## config.mk

```make
export PLATFORM = sky130hd
export DESIGN_NAME = gvh_ram
export DESIGN_NICKNAME = d
export VERILOG_FILES = /design/src/rtl/gvh_ram.sv
export SDC_FILE = /design/constraint.sdc
export NUM_CORES = 2
export LEC_CHECK = 0
export BUFFER_PORTS_ARGS = -buffer_cell sky130_fd_sc_hd__buf_2
export CELL_PAD_IN_SITES_DETAIL_PLACEMENT = 1
export CELL_PAD_IN_SITES_GLOBAL_PLACEMENT = 2
export CORE_MARGIN = 2
export CORE_UTILIZATION = 40
export CTS_BUF_LIST = sky130_fd_sc_hd__clkbuf_2
export DETAILED_ROUTE_END_ITERATION = 10
export PLACE_DENSITY = 0.68
export SLEW_MARGIN = 5
export SYNTH_ARGS = -nofsm -noshare
export SYNTH_HDL_FRONTEND = slang
export SYNTH_SLANG_ARGS = --single-unit
```

## constraint.sdc

```tcl
create_clock -name clk_i -period 3 [get_ports clk_i]
set_input_delay 0.3 -clock clk_i [delete_from_list [all_inputs] [get_ports clk_i]]
set_output_delay 0.3 -clock clk_i [all_outputs]
set_load 0.005 [all_outputs]
```

## src/rtl/gvh_ram.sv

```systemverilog
module gvh_ram #(
  parameter int AW = 8,
  parameter int DW = 8
) (
  input  logic          clk_i,
  input  logic          we_i,
  input  logic [AW-1:0] waddr_i,
  input  logic [DW-1:0] wdata_i,
  input  logic [AW-1:0] raddr_i,
  output logic [DW-1:0] rdata_o
);

  logic [DW-1:0] mem [2**AW];
  logic [DW-1:0] rdata_q;

  always_ff @(posedge clk_i) begin
    if (we_i) begin
      mem[waddr_i] <= wdata_i;
    end
    rdata_q <= mem[raddr_i];
  end

  assign rdata_o = rdata_q;

endmodule

```

Word level (Yosys, flattened, before mapping):

Memories as Yosys holds them, arrays and structs flattened. A register that Yosys moved wholly into a read port is not among the register bits.
Index checks and enable logic that the tools add are counted.

* flip-flop bits (word level): 0
* latch bits: 0
* memory bits (writable): 2048
* bits in read-only memories: 0
* input bits: 26
* output and inout bits: 8
* word-level logic and storage cells: 3
* memories kept: 1

Memories
* mem: words 256, bits a word 8, rd ports 1, clocked after Yosys merged registers in 1, write ports 1, RTL line 13 `logic [DW-1:0] mem [2**AW];`

* add/subtract/negate cells: 0
* multiply operators: 0
* divide/modulo/power cells: 0
* magnitude comparators: 0
* equal/unequal tests: 0
* shifts and indexed selects: 0
* mux-type cells: 2
* bitwise logic cells: 0
* reduce and logical (&&, ||, !) cells: 0

Operators with widths (number)
* two-way mux 1 bit: 2

Logic depth before layout (Yosys ltp):

* depth in word-level cells: 2
* mapped depth: 11
* gate-level depth less buffers: 6

Worst setup path before layout:

Ideal clock, no wire load.

* path kind: input port to flip-flop
* start: in raddr_i[0]
* end: reg rdata_q[2], in the netlist rdata_o[2], read port of mem
* library setup time: 131 ps
* arrival: 2107 ps
* data required time: 2869 ps
* path slack: 762 ps
* stages on the path: 9
* buffers on the path: 4
* cell sequence: buf_6 buf_12 buf_8 buf_2 mux4_2 a22oi_1 a21oi_1 nor4_1 nor4_2

RTL lines
* start: declaration: RTL line 9 `input logic [AW-1:0] raddr_i,`
* end: declaration: RTL line 14 `logic [DW-1:0] rdata_q;`

==> impl_metrics.toml <==
[timing]
skew_ps = 142
finalCriticalPeriod_ps = 2940
max_clock_freq_mhz = 341
hold_viol = 0
max_slew.worst_pin.slew_ps = 1260
setup_slack_ps = 63.8
period_share_pct = 97.9
hold_ws_ps = 216
drv_slew = 0
setup_viol = 0
relSlewSlack_pct = 15.3

[synth]
yosys.area_share.simple_pct = 2.63
synth-main-ff-cell = "edfxtp_1"
syn_avg_cell_area_um2 = 21.3
synth_top_family_by_area = "multiplexers"
synthArstFlopShare_pct = 0
synthCells = 3733
synth_mux_area_share_pct = 14.6
netlist_area_mm2 = 0.0796
seq_area_frac_synth_pct = 77.5
yosysWarnings = 0
synthAdderAreaFrac_pct = 0
synth_edf_count = 2048
syn-num-nets = 3759
synth.distinct_cells = 55
synth-compound-area-share_pct = 3.42
ys_ff_latch = 2056
synth_xor_area_share_pct = 0

[setup_path]
reg2regPathDepth = 7
cp.arrival_ps = 4510
ff2ff_setup_slack_ps = 60
worstSetupStartpoint = "mem[143][0]$_DFFE_PP_"
crit_fanout = 1
r2r-end = "rdata_o[0]$_DFF_P_"
cp-end-kind = "flop"
worst_setup_path_start_kind = "flop"
cp_data_required_time_ps = 4570
setup.worst_path.class = "flop to flop"
r2r_start = "mem[143][0]$_DFFE_PP_"

[clock_network]
clkTransAtPathRegs_ps = 110
clk_path_buf_depth = 4
cts_setup_buffers = 0
cts_tree = "built"
h-tree-depth = 6
cts_root_buf = "clkbuf_2"
clock_sinks = 2056
cts_buffers = 548
insertion_delay_ps = 1730

[routing]
drt_wl_total_um = 222000
detail-route-antenna-nets = 0
routedWlPerCell_um = 28.7
via_per_inst = 5.51
dr.pass1.iters = 5
route.detailed.drc = 0
drtIter0Drc = 3904
vias = 42500

[global_route]
grt_max_degree = 106
grt.total_usage_pct = 21.9
grt_first_pass_wirelength_um = 321000
grt_pass1_vias = 45600
grt_antenna_before_repair = 10
overflow = 0

[final_layout]
drive_above_1_share_pct = 37.5
finalNonFillerCells = 7714
area_delta_synth_final_pct = 15.9
fin_nets = 4728

[worst_hold_path]
min_path_type = "input pin to flop"
hold_start = "waddr_i[5]"
worstHoldEndpoint = "mem[250][5]$_DFFE_PP_"
worstHoldPathCells = 4

[die]
ios = 34
row_count = 163
die_area_mm2 = 0.202
coreArea_mm2 = 0.197
die_w_um = 450
die_h_um = 450
initial_core_util_pct = 40.3

[placement]
portBuffers = 33
dp_cells = 6718
place_congestion = 0.810
post-place-ws_ps = -708
dp_hpwl_um = 139000

[power]
p_leak_nw = 30.5
irDropWorstVdd_uv = 338
p_clk_share_pct = 35.1
power.net_switching_w = 0.0135
power_frac_seq_pct = 58.8
p_comb_share_pct = 6.1
intPower_w = 0.0404
switching_share_pct = 25.0
power.density_mw_per_mm2 = 585

[flow_run]
max-cap-violations = 0

[run_status]
outcome = "finished clean"
[state kept, by name (all words and copies together), names as in the netlist]
signal   flops
mem       2048
rdata_o      8
[stage by stage]
stage	TNS [ps]	power [W]	util (%)	area [um^2]
after floorplan	0	0.0338	-	79600
after global placement	-4520	0.0355	43.9	86700
after detailed placement	-4510	0.0356	43.9	86700
after CTS	0	0.0546	46.7	92200
after global routing	-19.2	0.0561	46.7	92200
final	0	0.0539	46.7	92200
[what timing repair did]
item,4_1_cts,5_1_grt
hold buffers,75,0
cloned,0,0
setup endpoints to repair,9,2
endpoints found under the hold margin,4104,0
gates resized for setup,9,3
[power by group through the flow]
stage / logic [W] / clock network (W) / registers [W]
final: 0.00330 / 0.0189 / 0.0317
after global routing: 0.00349 / 0.0209 / 0.0317
after CTS: 0.00335 / 0.0196 / 0.0317
after detailed placement: 0.00323 / 0 / 0.0324
after global placement: 0.00318 / 0 / 0.0324
after floorplan: 0.00154 / 0 / 0.0323
[synth_stat cells, drive strengths merged, types with 16 or more instances]
| cell | n | share of area, % |
|---|---|---|
| a211oi | 16 | 0.15 |
| o22ai | 28 | 0.22 |
| nor2b | 31 | 0.24 |
| nand2 | 33 | 0.16 |
| mux2i | 134 | 1.7 |
| nor2 | 282 | 1.3 |
| nor3 | 22 | 0.14 |
| a21oi | 96 | 0.60 |
| nor4 | 27 | 0.24 |
| o221ai | 47 | 0.53 |
| edfxtp | 2048 | 77 |
| nand3 | 34 | 0.21 |
| a22oi | 133 | 1.3 |
| mux4 | 456 | 13 |
| buf | 122 | 1.3 |
| clkbuf | 111 | 0.52 |
[routing by layer]
metal / vias to the layer above / routed length, um / global-route usage, %
met5: - / 9 / 0
met4: 2 / 6410 / 7.61
met1: 22700 / 91600 / 29.1
met3: 319 / 13100 / 4.40
met2: 1539 / 110000 / 35.9
li1: 17900 / - / -
[worst max-delay path: stages (launching register included)]
cell and delay [ps]:
edfxtp_1 380, mux4_2 520, mux4_2 470, nor2_1 140
a2111oi_0 90, buf_4 160, nor3_1 950, nor4_2 110
[cell type report]
class / count / area (um^2)
diodes: 15 / 37.5
clock buffers: 783 / 3920
clock inverters: 124 / 672
fillers: 18800 / 105000
inverters: 2 / 7.51
multi-input cells: 1442 / 16500
flip-flops and latches: 2056 / 61700
well taps: 2640 / 3300
repair buffers: 652 / 6070
[how the worst max path moves through the flow]
| stage | endpoint | slack (ps) | cells past startpoint |
|---|---|---|---|
| finish | rdata_o[0]$_DFF_P_ | 60 | 7 |
| global route | rdata_o[5]$_DFF_P_ | -20 | 6 |
| CTS | rdata_o[4]$_DFF_P_ | 20 | 8 |
| detailed placement | rdata_o[4]$_DFF_P_ | -710 | 10 |
| global placement | rdata_o[5]$_DFF_P_ | -1020 | 8 |
| floorplan | rdata_o[2]$_DFF_P_ | 760 | 9 |
[layout by cell type (no fill, tap or decap), types with 8 or more instances in the layout]
cell type	Yosys	final
clkbuf_2	0	783
buf_2	31	21
nand2b_1	8	8
dfxtp_2	0	8
a211oi_1	16	16
nor3_1	22	21
buf_8	13	10
a21oi_1	96	96
o211ai_1	10	10
buf_12	8	68
diode_2	0	15
mux2i_1	134	134
mux4_2	454	454
a22oi_1	133	133
nor2_1	282	279
buf_4	27	480
clkinv_2	0	15
dlygate4sd3_1	0	66
clkinv_1	1	87
o221ai_1	46	45
a221oi_1	13	13
o22ai_1	28	28
nand2_1	33	33
nor4_1	24	22
nand4_1	10	10
inv_2	0	15
nand3_1	34	32
o21ai_0	10	10
nor2b_1	31	28
a22o_1	8	8
edfxtp_1	2048	2048
[kinds of logic after synthesis]
logic type / after synthesis
AND/OR/NAND/NOR: 466
AO/OA/AOI/OAI: 385
flip-flops: 2056
buffers and inverters: 235
multiplexers: 591
No activity file was read; power rests on OpenSTA's default activity.
